--- src/hdl/mrgc_pkg.sv ---
// Shared types and constants for the mixed-radix Gray counter.
`timescale 1ns / 1ps
package mrgc_pkg;

  localparam int RANK_W       = 64;
  localparam int CODE_W       = 64;
  localparam int LIMIT_STRIDE = 8;
  localparam int LIMITS_W     = 64;
  localparam int OUT_TDATA_W  = 72;

  typedef enum logic [2:0] {
    ST_IDLE   = 3'b001,
    ST_DIV    = 3'b010,
    ST_FINISH = 3'b100
  } state_t;

  // Per-cycle commands that every digit cell sees.
  typedef struct packed {
    logic step_en;
    logic shift_en;
    logic commit;
  } cell_ctrl_t;

endpackage

--- src/hdl/mrgc_cell.sv ---
// One digit cell: value, direction, load staging and the step and reflect chains.
`timescale 1ns / 1ps
module mrgc_cell #(
  parameter int DIGIT_WIDTH = 8
) (
  input  logic                   clk,
  input  logic                   rst_n,
  input  mrgc_pkg::cell_ctrl_t   ctrl,
  input  logic [DIGIT_WIDTH-1:0] limit,
  input  logic                   end_in,
  output logic                   end_out,
  input  logic                   any_move,
  input  logic [DIGIT_WIDTH-1:0] stage_in,
  output logic [DIGIT_WIDTH-1:0] stage_out,
  input  logic                   refl_in,
  output logic                   refl_out,
  output logic [DIGIT_WIDTH-1:0] value_nxt
);
  import mrgc_pkg::*;

  logic [DIGIT_WIDTH-1:0] val_r, val_nxt;
  logic                   dir_r, dir_nxt;
  logic [DIGIT_WIDTH-1:0] stage_r;
  logic                   self_end;
  logic [DIGIT_WIDTH-1:0] eff;

  // A digit counting up is at its end once it reaches or passes its limit.
  assign self_end = dir_r ? (val_r == '0) : (val_r >= limit);
  assign end_out  = end_in & self_end;

  // Reflection passes down from the top digit; two reflections cancel out.
  assign eff      = refl_in ? DIGIT_WIDTH'(limit - stage_r) : stage_r;
  assign refl_out = refl_in ^ eff[0];

  assign stage_out = stage_r;
  assign value_nxt = val_nxt;

  always_comb begin
    val_nxt = val_r;
    dir_nxt = dir_r;
    if (ctrl.commit) begin
      val_nxt = eff;
      dir_nxt = refl_in;
    end else if (ctrl.step_en) begin
      if (end_in && !self_end) begin
        val_nxt = dir_r ? DIGIT_WIDTH'(val_r - DIGIT_WIDTH'(1))
                        : DIGIT_WIDTH'(val_r + DIGIT_WIDTH'(1));
      end else if (end_out && any_move) begin
        dir_nxt = ~dir_r;
      end
    end
  end

  always_ff @(posedge clk) begin
    if (!rst_n) begin
      val_r <= '0;
      dir_r <= 1'b0;
    end else begin
      val_r <= val_nxt;
      dir_r <= dir_nxt;
    end
  end

  always_ff @(posedge clk) begin
    if (ctrl.shift_en) begin
      stage_r <= stage_in;
    end
  end

endmodule

--- src/hdl/mrgc_div.sv ---
// Bit-serial restoring divider that peels one mixed-radix digit off the rank.
`timescale 1ns / 1ps
module mrgc_div #(
  parameter int DIGIT_WIDTH = 8
) (
  input  logic                        clk,
  input  logic                        rst_n,
  input  logic                        start,
  input  logic                        en,
  input  logic [mrgc_pkg::RANK_W-1:0] dividend,
  input  logic [DIGIT_WIDTH:0]        radix,
  output logic                        last,
  output logic [DIGIT_WIDTH-1:0]      digit,
  output logic [mrgc_pkg::RANK_W-1:0] quotient
);
  import mrgc_pkg::*;

  localparam int CNT_W = $clog2(RANK_W);

  logic [RANK_W-1:0]    q_r, q_nxt;
  logic [DIGIT_WIDTH:0] rem_r, rem_nxt;
  logic [CNT_W-1:0]     cnt_r;
  logic [DIGIT_WIDTH+1:0] trial;
  logic                 ge;

  assign trial   = {rem_r, q_r[RANK_W-1]};
  assign ge      = trial >= {1'b0, radix};
  assign rem_nxt = ge ? (DIGIT_WIDTH+1)'(trial - {1'b0, radix})
                      : trial[DIGIT_WIDTH:0];
  assign q_nxt   = {q_r[RANK_W-2:0], ge};

  assign last     = (cnt_r == CNT_W'(RANK_W - 1));
  assign digit    = rem_nxt[DIGIT_WIDTH-1:0];
  assign quotient = q_r;

  // The quotient of one digit stays in place as the dividend of the next.
  always_ff @(posedge clk) begin
    if (!rst_n) begin
      cnt_r <= '0;
    end else if (start) begin
      cnt_r <= '0;
    end else if (en) begin
      cnt_r <= CNT_W'(cnt_r + CNT_W'(1));
    end
  end

  always_ff @(posedge clk) begin
    if (start) begin
      q_r   <= dividend;
      rem_r <= '0;
    end else if (en) begin
      q_r   <= q_nxt;
      rem_r <= last ? '0 : rem_nxt;
    end
  end

endmodule

--- src/hdl/mixed_radix_gray_counter_core.sv ---
// Top level of the mixed-radix reflected Gray code counter.
`timescale 1ns / 1ps
// A step command (tuser 0) is applied in the cycle it is accepted: the digit
// cells pass an "at end" flag up their chain, the lowest digit that can move
// does so and all digits below it turn round, so steps are taken in every
// cycle while the result side keeps up. A load command (tuser 1) runs the rank
// through a bit-serial divider, one digit after another for each of the
// NUM_DIGITS digits, and the digits shift down the cells as they come out;
// the ST_FINISH state reflects them and writes the result beat, and no new
// beat is taken until the load is through. A rank beyond the number of
// codes leaves the counter as it was and flags rank_error.
module mixed_radix_gray_counter_core #(
  parameter int NUM_DIGITS  = 8,
  parameter int DIGIT_WIDTH = 8
) (
  input  logic                             clk,
  input  logic                             rst_n,
  input  logic                             cfg_wr_en,
  input  logic [mrgc_pkg::LIMITS_W-1:0]    cfg_wr_data,   // digit_limits
  input  logic                             in_tvalid,
  output logic                             in_tready,
  input  logic [mrgc_pkg::RANK_W-1:0]      in_tdata,      // start_rank
  input  logic                             in_tuser,      // func
  output logic                             out_tvalid,
  input  logic                             out_tready,
  output logic [mrgc_pkg::OUT_TDATA_W-1:0] out_tdata      // code_digits, advanced, rank_error
);
  import mrgc_pkg::*;

  localparam int IDX_W = (NUM_DIGITS > 1) ? $clog2(NUM_DIGITS) : 1;

  state_t state_r, state_nxt;
  logic [LIMITS_W-1:0]  limits_r;
  logic [IDX_W-1:0]     idx_r, idx_nxt;
  logic                 out_valid_r, out_valid_nxt;
  logic [CODE_W-1:0]    out_code_r;
  logic                 out_adv_r, out_err_r;

  logic                 in_fire, out_load, load_adv, load_err;
  logic                 div_start, div_en, div_last;
  logic [DIGIT_WIDTH-1:0] div_digit;
  logic [RANK_W-1:0]    div_quo;
  logic                 rank_err;
  cell_ctrl_t           ctrl;

  logic [DIGIT_WIDTH-1:0] limit_a [NUM_DIGITS];
  logic [DIGIT_WIDTH-1:0] digit_nxt [NUM_DIGITS];
  logic                   end_c [NUM_DIGITS+1];
  logic [DIGIT_WIDTH-1:0] stage_c [NUM_DIGITS+1];
  logic                   refl_c [NUM_DIGITS+1];
  logic                   any_move;
  logic [CODE_W-1:0]      code_nxt;

  assign in_tready = (state_r == ST_IDLE) && (!out_valid_r || out_tready);
  assign in_fire   = in_tvalid && in_tready;

  assign end_c[0]          = 1'b1;
  assign any_move          = ~end_c[NUM_DIGITS];
  assign stage_c[NUM_DIGITS] = div_digit;
  assign refl_c[NUM_DIGITS]  = 1'b0;

  genvar gi;
  generate
    for (gi = 0; gi < NUM_DIGITS; gi++) begin : g_cell
      assign limit_a[gi] = limits_r[gi*LIMIT_STRIDE +: DIGIT_WIDTH];
      mrgc_cell #(
        .DIGIT_WIDTH(DIGIT_WIDTH)
      ) u_cell (
        .clk      (clk),
        .rst_n    (rst_n),
        .ctrl     (ctrl),
        .limit    (limit_a[gi]),
        .end_in   (end_c[gi]),
        .end_out  (end_c[gi+1]),
        .any_move (any_move),
        .stage_in (stage_c[gi+1]),
        .stage_out(stage_c[gi]),
        .refl_in  (refl_c[gi+1]),
        .refl_out (refl_c[gi]),
        .value_nxt(digit_nxt[gi])
      );
    end
  endgenerate

  mrgc_div #(
    .DIGIT_WIDTH(DIGIT_WIDTH)
  ) u_div (
    .clk     (clk),
    .rst_n   (rst_n),
    .start   (div_start),
    .en      (div_en),
    .dividend(in_tdata),
    .radix   ({1'b0, limit_a[idx_r]} + (DIGIT_WIDTH+1)'(1)),
    .last    (div_last),
    .digit   (div_digit),
    .quotient(div_quo)
  );

  always_comb begin
    code_nxt = '0;
    for (int i = 0; i < NUM_DIGITS; i++) begin
      code_nxt[i*LIMIT_STRIDE +: DIGIT_WIDTH] = digit_nxt[i];
    end
  end

  // Anything left over after the top digit means the rank is out of range.
  assign rank_err = (div_quo != '0);

  always_comb begin
    state_nxt     = state_r;
    idx_nxt       = idx_r;
    ctrl          = '0;
    div_start     = 1'b0;
    div_en        = 1'b0;
    out_load      = 1'b0;
    load_adv      = 1'b0;
    load_err      = 1'b0;
    case (state_r)
      ST_IDLE: begin
        if (in_fire) begin
          if (in_tuser) begin
            div_start = 1'b1;
            idx_nxt   = '0;
            state_nxt = ST_DIV;
          end else begin
            ctrl.step_en = 1'b1;
            out_load     = 1'b1;
            load_adv     = any_move;
          end
        end
      end
      ST_DIV: begin
        div_en = 1'b1;
        if (div_last) begin
          ctrl.shift_en = 1'b1;
          if (idx_r == IDX_W'(NUM_DIGITS - 1)) begin
            state_nxt = ST_FINISH;
          end else begin
            idx_nxt = IDX_W'(idx_r + IDX_W'(1));
          end
        end
      end
      ST_FINISH: begin
        ctrl.commit = ~rank_err;
        out_load    = 1'b1;
        load_err    = rank_err;
        state_nxt   = ST_IDLE;
      end
      default: begin
        state_nxt = ST_IDLE;
      end
    endcase
  end

  always_comb begin
    out_valid_nxt = out_valid_r;
    if (out_load) begin
      out_valid_nxt = 1'b1;
    end else if (out_tready) begin
      out_valid_nxt = 1'b0;
    end
  end

  always_ff @(posedge clk) begin
    if (!rst_n) begin
      state_r     <= ST_IDLE;
      idx_r       <= '0;
      out_valid_r <= 1'b0;
      limits_r    <= '0;
    end else begin
      state_r     <= state_nxt;
      idx_r       <= idx_nxt;
      out_valid_r <= out_valid_nxt;
      if (cfg_wr_en) begin
        limits_r <= cfg_wr_data;
      end
    end
  end

  always_ff @(posedge clk) begin
    if (out_load) begin
      out_code_r <= code_nxt;
      out_adv_r  <= load_adv;
      out_err_r  <= load_err;
    end
  end

  assign out_tvalid = out_valid_r;
  assign out_tdata  = {{(OUT_TDATA_W - CODE_W - 2){1'b0}}, out_err_r, out_adv_r, out_code_r};

endmodule
--- config.mk ---
export PLATFORM = sky130hd
export DESIGN_NAME = mixed_radix_gray_counter_core
export DESIGN_NICKNAME = d
export VERILOG_FILES = /design/src/hdl/mrgc_pkg.sv /design/src/hdl/mrgc_cell.sv /design/src/hdl/mrgc_div.sv /design/src/hdl/mixed_radix_gray_counter_core.sv
export SDC_FILE = /design/constraint.sdc
export NUM_CORES = 1
export LEC_CHECK = 0
export CORE_AREA = 10 10 285 232
export DETAILED_ROUTE_END_ITERATION = 8
export DIE_AREA = 0 0 295 242
export DONT_BUFFER_PORTS = 1
export GPL_ROUTABILITY_DRIVEN = 0
export HOLD_SLACK_MARGIN = 0.06
export PLACE_DENSITY = 0.51
export SLEW_MARGIN = 5
export SYNTH_ARGS = -nofsm -noshare
export SYNTH_HDL_FRONTEND = slang
export SYNTH_SLANG_ARGS = --single-unit
--- constraint.sdc ---
create_clock -name clk -period 4 [get_ports clk]
set_input_delay 0.6 -clock clk [delete_from_list [all_inputs] [get_ports clk]]
set_output_delay 0.6 -clock clk [all_outputs]
set_load 0.005 [all_outputs]
* Word-level counts from Yosys, hierarchy flattened
Index checks and enable logic that the tools add are counted.
** Word-level totals
- Bits in registers :: 351
- Latch bits :: 0
- RAM bits :: 0
- ROM bits :: 0
- Input bits :: 134
- Output and inout bits :: 74
- Logic and storage cells :: 270
- Memories kept :: 0
** Cells by class
- Add/subtract/negate cells :: 26
- Multiply operators :: 0
- Divide/modulo/power cells :: 0
- Magnitude comparators :: 10
- Equality and inequality tests :: 16
- Shifts and indexed selects :: 0
- Multiplexer cells :: 103
- Bitwise operators :: 26
- Reductions and logical operators :: 56
** Operators by type and width (count)
- $mux W8 :: 40
- $mux W64 :: 2
- $add A8 B1 Y8 const B :: 8
- $ge A8 B8 Y1 :: 8
- $reduce_bool A64 Y1 :: 1
- $logic_not A8 Y1 :: 7
- $sub A8 B1 Y8 const B :: 7
- $sub A8 B8 Y8 :: 7
- $mux W1 :: 47
- $bmux W8 S3 :: 1
- $mux W3 :: 8
- $reduce_bool A2 Y1 :: 12
- $reduce_and A3 Y1 :: 7
- $ne A2 B2 Y1 const B :: 10
- $mux W9 :: 2
- $logic_and A1 B1 Y1 :: 16
- $not A1 Y1 :: 12
- $pmux W3 S2 :: 2
- $ge A10 B9 Y1 :: 1
- $add A8 B1 Y9 const B :: 1
- $sub A9 B9 Y9 :: 1
- $logic_not A1 Y1 :: 8
- $and A1 B1 Y1 :: 7
- $add A6 B1 Y6 const B :: 1
- other kinds (15) :: 21

* Longest topological paths before layout
Gate-level depths: netlist of run 1.
- Depth in word-level cells :: 15
- Mapped depth :: 17
- Gate-level depth less buffers :: 15

* Hierarchy
Synthesis of run 1 repeated with hierarchy kept, for this count alone.
** Unflattened totals
- Cells, all modules :: 2267
- Area total of the unflattened synthesis :: 23211.0 um^2
** Modules (own cells, without submodules)
- mrgc_cell (g_cell[0].u_cell ...) :: times used 6, cells each 202, area each 1729.2 um^2, seq. area each 420.4 um^2
- mixed_radix_gray_counter_core :: times used 1, cells each 392, area each 5610.4 um^2, seq. area each 3403.3 um^2
- mrgc_div :: times used 1, cells each 270, area each 3832.4 um^2, seq. area each 2222.1 um^2
- mrgc_cell (g_cell[1].u_cell) :: times used 1, cells each 200, area each 1727.9 um^2, seq. area each 420.4 um^2
- mrgc_cell (g_cell[7].u_cell) :: times used 1, cells each 193, area each 1665.3 um^2, seq. area each 420.4 um^2

* Worst setup path before layout of run 1
OpenSTA, ideal clock, no wires.
- Path type :: reg2reg
- Start point :: reg u_div.cnt_r[0]
- End point :: reg g_cell[0].u_cell.stage_r[0] (enable)
- Library setup time :: 0.488 ns
- Arrival :: 3.700 ns
- Data required time :: 3.512 ns
- Setup slack :: -0.187 ns
- Stages on the path, launching flop included :: 6
- Buffers on the path :: 1
- Clock period less this slack :: 4.187 ns
- Cell sequence :: dfxtp_1 -> ha_1 -> and3_1 -> nand3_1 -> clkbuf_1 -> nor2_1
** RTL lines
- from (decl) :: line mrgc_div.sv:22 : logic [CNT_W-1:0] cnt_r;
- from (signal assigned) :: line mrgc_div.sv:43 : cnt_r <= CNT_W'(cnt_r + CNT_W'(1));
- to (signal assigned) :: line mrgc_cell.sv:66 : stage_r <= stage_in;
- to (decl) :: line mrgc_cell.sv:23 : logic [DIGIT_WIDTH-1:0] stage_r;

* Final worst setup path of run 1
- Start point :: reg idx_r[0]
- End point :: reg u_div.rem_r[6]
** Between the ends
- Longest elaborated chain between the ends :: 8
- Elaborated cells on any way between the ends :: 9
- Those cells by class :: add/sub: 2; order compare: 1; mux: 5; bitwise: 1
** Ends and longest elaborated chain
- from (decl) :: line mixed_radix_gray_counter_core.sv:34 : logic [IDX_W-1:0] idx_r, idx_nxt;
- from (signal assigned) :: line mixed_radix_gray_counter_core.sv:172 : idx_r <= idx_nxt;
- $not A3 Y4 (implied by the code) (*) :: line mixed_radix_gray_counter_core.sv:93 : .radix ({1'b0, limit_a[idx_r]} + (DIGIT_WIDTH+1)'(1)),
- $bmux W8 S3 (*) :: line mixed_radix_gray_counter_core.sv:93
- $mux W8 (implied by the code) (*) (2 in series) :: line mixed_radix_gray_counter_core.sv:93
- $add A8 B1 Y9 (*) :: line mixed_radix_gray_counter_core.sv:93
- $sub A9 B9 Y9 / $ge A10 B9 Y1 (equally long branches) :: line mrgc_div.sv:28, mrgc_div.sv:27
- $mux W9 (*) :: line mrgc_div.sv:28 : assign rem_nxt = ge ? (DIGIT_WIDTH+1)'(trial - {1'b0, radix})
- via div_digit[6] :: line mixed_radix_gray_counter_core.sv:41 : logic [DIGIT_WIDTH-1:0] div_digit;
- $mux W9 (*) :: line mrgc_div.sv:53 : rem_r <= last ? '0 : rem_nxt;
- to (signal assigned) :: line mrgc_div.sv:53
- to (decl) :: line mrgc_div.sv:21 : logic [DIGIT_WIDTH:0] rem_r, rem_nxt;
Mark *: on every way through the listed nets, which the timed path passes. The rest lies on a longest branch. The select of a mux whose other input is x is not followed.
A chain may end at the register's enable or synchronous reset.

==> results of run 1 <==
==> final timing paths <==
path	start	endpoint	slack (ns)
setup reg to reg	idx_r[0]	u_div.rem_r[6]	0.1
hold reg to reg	u_div.rem_r[8]	u_div.rem_r[8]	0.46
setup / recovery	idx_r[0]	u_div.rem_r[6]	0.1
hold / removal	rst_n	g_cell[2].u_cell.val_r[5]	0.15
==> critical path, delay by kind of cell, from the launching register on <==
kind	cells	cell delay [ns]
buffers and inverters	3	0.32
XOR/XNOR	1	0.16
flip-flops	1	0.36
adder cells (fa/ha/maj)	2	0.54
AND/OR/NAND/NOR	1	0.09
multiplexers	3	1.10
AO/OA/AOI/OAI	5	1.22
==> placed cells by master, fill, tap and decap left out, types with 9 or more instances in the layout <==
cell         n
nand2_1    267
edfxtp_1   194
nor2_1     186
ha_1       169
dfxtp_1    156
inv_1      147
mux2i_1    107
a21oi_1    105
xnor2_1     80
o21ai_0     69
buf_4       66
a211oi_1    47
nor2b_1     45
clkbuf_16   42
nor4_1      37
and2_1      33
nand3_1     31
nor3_1      30
xor2_1      28
nand2b_1    22
a21o_1      18
o21a_1      18
o211ai_1    18
mux4_2      16
fa_1        15
and3_1      12
nand4_1      9
a31oi_1      9
or3_1        9
clkinv_1     9
==> flip-flops by register name (all words and copies together), names as in the netlist, 6 cells and up <==
register                 flops
g_cell.u_cell.val_r         64
g_cell.u_cell.dir_r          7
out_code_r                  64
u_div.quotient              64
limits_r                    64
u_div.cnt_r                  6
u_div.rem_r                  9
g_cell.u_cell.stage_out     64
==> metal layers <==
layer,track usage (%),share of wire (%)
met4,3.96,1.7
met1,25.0,47
met3,5.38,8.7
met2,25.9,42
met5,0,0.19
==> logic make-up (layout without fill, tap and decap cells) <==
logic type | after synthesis | after routing | share of synthesized area (%)
xor gates and xnor gates | 108 | 108 | 4.53
buffers and inverters | 240 | 299 | 4.60
other | 1 | 12 | 0.0180
AOI/OAI and AO/OA | 382 | 382 | 12.3
and+or+nand+nor | 726 | 726 | 16.4
DFF | 351 | 351 | 43.0
muxes | 137 | 137 | 7.59
adders and majority gates | 184 | 184 | 11.6
==> where the power goes <==
part	internal [uW]	switching (uW)	leakage (uW)	total, uW
registers	3940	112	0.00309	4050
clock network	2200	1610	0.000656	3810
logic	366	522	0.00587	889
==> area by class of cell <==
class	instances	area, um^2	area share (%)
Clock buffer	53	1120	4.77
Antenna cell	6	15.0	0.0638
Inverter	149	561	2.38
Multi-Input combinational cell	1543	11100	46.9
Clock inverter	24	233	0.988
Sequential cell	351	8970	38.1
Timing Repair Buffer	73	608	2.58
Tap cell	788	986	4.19
==> repair_timing <==
| action | CTS | global route |
|---|---|---|
| hold buffers | 1 | 0 |
| pin swaps | 1 | 4 |
| buffers inserted | 6 | 1 |
| gates resized for setup | 6 | 10 |
| setup endpoints to repair | 16 | 17 |
| hold endpoints to repair | 1 | 0 |
==> metrics by stage <==
step	total power, uW	area, um^2	setup TNS [ns]
floorplan	4730	20900	0
global placement	4980	22000	0
detailed placement	5000	22000	-1.47
CTS	8840	23500	0
global route	9130	23500	-0.0960
finish	8750	23500	0
==> cells in the mapped netlist (8+ instances only) <==
library cell / count / area, um^2
mux2i_1: 111 / 1110
o211ai_1: 18 / 135
nand2_1: 269 / 1010
nor2_1: 187 / 702
nand2b_1: 22 / 138
dfxtp_1: 157 / 3140
a21oi_1: 105 / 526
nand3_1: 32 / 160
a32o_1: 8 / 80.1
ha_1: 169 / 2110
xnor2_1: 80 / 701
a31oi_1: 9 / 56.3
xor2_1: 28 / 245
a21o_1: 18 / 135
clkbuf_1: 57 / 214
mux4_2: 16 / 360
or3_1: 9 / 56.3
and2_1: 34 / 213
nand4_1: 9 / 56.3
o21ai_0: 71 / 355
buf_4: 10 / 75.1
inv_1: 149 / 559
fa_1: 15 / 300
nor2b_1: 45 / 282
nor4_1: 37 / 231
buf_2: 16 / 80.1
and3_1: 13 / 81.3
o21a_1: 18 / 135
nor3_1: 32 / 160
a211oi_1: 47 / 353
mux2_2: 8 / 90.1
edfxtp_1: 194 / 5830
==> flow_summary.yaml, run 1 <==
setup_path:
  start_kind: "register"
  path_class: "reg -> reg"
  slowest_stage: "mux4_2"
  arrival_ns: 4.38
  required_ns: 4.48
  r2r_cells: 15
  cp_cell_sequence: "buf_12, mux4_2, mux2i_4, inv_1, ha_1, buf_4, xor2_1, ha_1, a21o_1, a21oi_1, nor2_1, o31ai_2, o311a_4, mux2_2, a32o_1"
  critPathMaxFanout: 5
  cpMostUsedCell: "ha_1"
  critPathCaptureType: "register"
  cp_slowest_stage_delay_ns: 0.54
global_route:
  grt_pass1_wl_um: 97000
  grt_max_degree: 101
  globalRouteOverflowTotal: 0
  grt.total_usage_pct: 17.7
  antenna_found_initial: 16
  first_global_vias: 15200
sta:
  clock_skew_ns: 0.0209
  finalHoldViolations: 0
  period_share_pct: 97.5
  period_minus_slack_ns: 3.90
  hold_ws_ns: 0.147
  setup_viol: 0
  slew_violations: 0
  fmax_ghz: 0.256
  setup_slack_ns: 0.0980
  max_slew_margin_pct: 37.3
  worst_pin_slew_ns: 0.938
logic_synthesis:
  ys_seq_elements: 351
  ys_seq_area_share_pct: 43.0
  async_reset_ff_share_pct: 0
  synth-edff-count: 194
  synth_area_mm2: 0.0209
  yosys_warnings: 0
  synthCells: 2129
  syn_area_per_cell_um2: 9.80
  synth_ff_type: "edfxtp_1"
  synth_cell_types: 90
floorplan:
  rows: 81
  die_area_mm2: 0.0714
  fp.dieH_um: 242
  ios: 208
  start_util_pct: 34.5
  core_mm2: 0.0605
  die_x_um: 295
drt:
  ant_nets: 0
  via_per_inst: 5.25
  wl_um: 64700
  first_pass_iters: 5
  avgRoutedWirePerCell_um: 21.6
  drtIter0Drc: 1279
  vias: 15700
  drc: 0
clock_tree:
  root_buffer: "clkbuf_16"
  insertion_delay_ns: 0.59
  cts.clk_slew.worst_paths_ns: 0.06
  cts_buffers: 42
  cts_sinks: 351
  cts_tree: "built"
  clock_path_buffers: 3
  h-tree-depth: 2
placement:
  portBuffers: 0
  pre_cts_slack_ns: -0.154
  placedCellCount: 2896
  hpwl_um: 49300
layout:
  drive_gt1_share_pct: 9.26
  area_growth_syn_to_layout_pct: 12.8
  utilization_pct: 38.9
  final_cells: 2987
  num-fill-cells: 5917
  nNetsFinal: 2478
power:
  power_density_mw_per_mm2: 372
  ir_worst_vdd_mv: 0.274
  power.leakage_uw: 0.00961
min_path:
  hold_depth: 1
  hp-class: "in -> reg"
job:
  drv_cap: 0
status:
  status: "finished, final reports clean"
Power figures use the tool's default switching activity.
==> run 2, diff against run 1 <==
Settings changed: PLACE_DENSITY 0.51 to not set.
==> run 2 against run 1 <==
Net effect:
- flip-flop and latch count unchanged
- worst hold slack lost 0.026 ns
- utilization down 0.085 points
- clock power up 4%
- first-iteration DRC count grew 14%
- critical path type unchanged
- critical endpoint is now u_div.rem_r[1]
==> flow_summary.yaml, run 2 (synthesis results as in run 1) <==
global_route:
  first_global_vias: 15800
  grt_pass1_wl_um: 97200
  globalRouteOverflowTotal: 0
  grt.total_usage_pct: 17.5
  antenna_found_initial: 17
  grt_max_degree: 67
drt:
  via_per_inst: 5.39
  drc: 0
  vias: 16100
  ant_nets: 0
  avgRoutedWirePerCell_um: 21.7
  first_pass_iters: 6
  wl_um: 64600
  drtIter0Drc: 1456
setup_path:
  arrival_ns: 4.33
  path_class: "reg -> reg"
  critPathMaxFanout: 6
  critPathCaptureType: "register"
  required_ns: 4.44
  start_kind: "register"
min_path:
  hp-class: "in -> reg"
clock_tree:
  cts_hold_buf: 0
  cts.clk_slew.worst_paths_ns: 0.06
  cts_buffers: 40
  cts_tree: "built"
  cts_sinks: 351
  h-tree-depth: 2
  insertion_delay_ns: 0.57
  clock_path_buffers: 3
  root_buffer: "clkbuf_16"
layout:
  area_growth_syn_to_layout_pct: 12.6
  multi_input_area_mm2: 0.0110
  final_cell_mix: "nand2_1, edfxtp_1, nor2_1"
  nNetsFinal: 2469
  num-fill-cells: 5848
  final_cells: 2978
  ff_latch_area_mm2: 0.00897
  drive_gt1_share_pct: 9.17
  layout_commonest_cell: "nand2_1"
power:
  ir_worst_vdd_mv: 0.248
  power.leakage_uw: 0.00960
  power_density_mw_per_mm2: 380
  clkPwrFrac_pct: 44.5
  switching_share_pct: 25.0
  p_seq_share_pct: 45.5
  internal_power_uw: 6690
  combPwrFrac_pct: 10.0
  p_switching_uw: 2230
floorplan:
  ios: 208
  start_util_pct: 34.5
  fp.dieH_um: 242
  rows: 81
  die_area_mm2: 0.0714
  core_mm2: 0.0605
  die_x_um: 295
job:
  drv_cap: 0
sta:
  slew_violations: 0
  fmax_ghz: 0.257
  worst_pin_slew_ns: 1.01
  period_share_pct: 97.2
  finalHoldViolations: 0
  period_minus_slack_ns: 3.89
  max_slew_margin_pct: 32.7
  setup_viol: 0
  clock_skew_ns: 0.0349
  fin_setup_tns_ns: 0
status:
  status: "finished, final reports clean"
placement:
  placedCellCount: 2896
  portBuffers: 0
  hpwl_um: 49300
==> run 2: final cells by class <==
type / instances / area share, %
flip-flops and latches: 351 / 38.2
clock inverters: 23 / 1.35
repair buffers: 66 / 2.16
inverters: 149 / 2.39
well taps: 788 / 4.20
diodes: 8 / 0.0852
clock buffers: 50 / 4.60
multi-input cells: 1543 / 47.0
==> run 2: power by group through the flow <==
stage,logic (uW),registers [uW],clock network (uW)
6_report,888,4060,3970
5_1_grt,993,4070,4200
4_1_cts,871,4070,4060
3_5_place_dp,864,4140,0
3_3_place_gp,835,4140,0
2_1_floorplan,654,4080,0
==> run 2: final timing paths <==
kind / start / end / slack, ns / cells after the start
worst max-delay path: idx_r[0] / u_div.rem_r[1] / 0.11 / 14
worst min register to register: g_cell[6].u_cell.stage_out[6] / g_cell[5].u_cell.stage_out[6] / 0.45 / 0
worst max register to register: idx_r[0] / u_div.rem_r[1] / 0.11 / 14
worst min-delay path: rst_n / state_r[0] / 0.12 / 1
==> run 2: critical path, cell delays in order (launching register included) <==
cell and delay [ns]:
dfxtp_4 0.40, mux4_2 0.53, mux2i_2 0.23, inv_1 0.08, ha_1 0.19, buf_4 0.13
xor2_1 0.15, ha_1 0.35, a21o_1 0.18, a21oi_1 0.21, nor2_1 0.10, o31ai_2 0.33
o311a_4 0.30, mux2_2 0.36, a32o_1 0.22
==> run 2: metal layers <==
metal  GRT usage [%]  up-vias  part of all wire [%]
li1                -     7634                     -
met1            23.1     7775                    43
met2            27.5      529                    45
met3            4.59       99                   8.6
met4            5.31       18                   2.4
met5               0        -                  0.18
==> run 2: what timing repair did <==
| item | CTS | global route |
|---|---|---|
| setup buffers | 0 | 1 |
| endpoints found under the hold margin | 0 | 0 |
| resized for setup | 4 | 12 |
| pin swaps | 1 | 2 |
| setup endpoints to repair | 18 | 18 |
==> run 2: per-stage QoR <==
step	area (um^2)	setup slack (ns)	hold slack, ns	total power [uW]	utilization (%)
finish	23500	0.113	0.120	8920	38.8
detailed placement	22000	-0.234	0.433	5010	36.4
global route	23500	-0.0342	0.0952	9260	38.8
floorplan	20900	0.136	0.421	4730	-
CTS	23400	0.0188	0.0976	9000	38.7
global placement	22000	-0.0271	0.440	4980	36.4
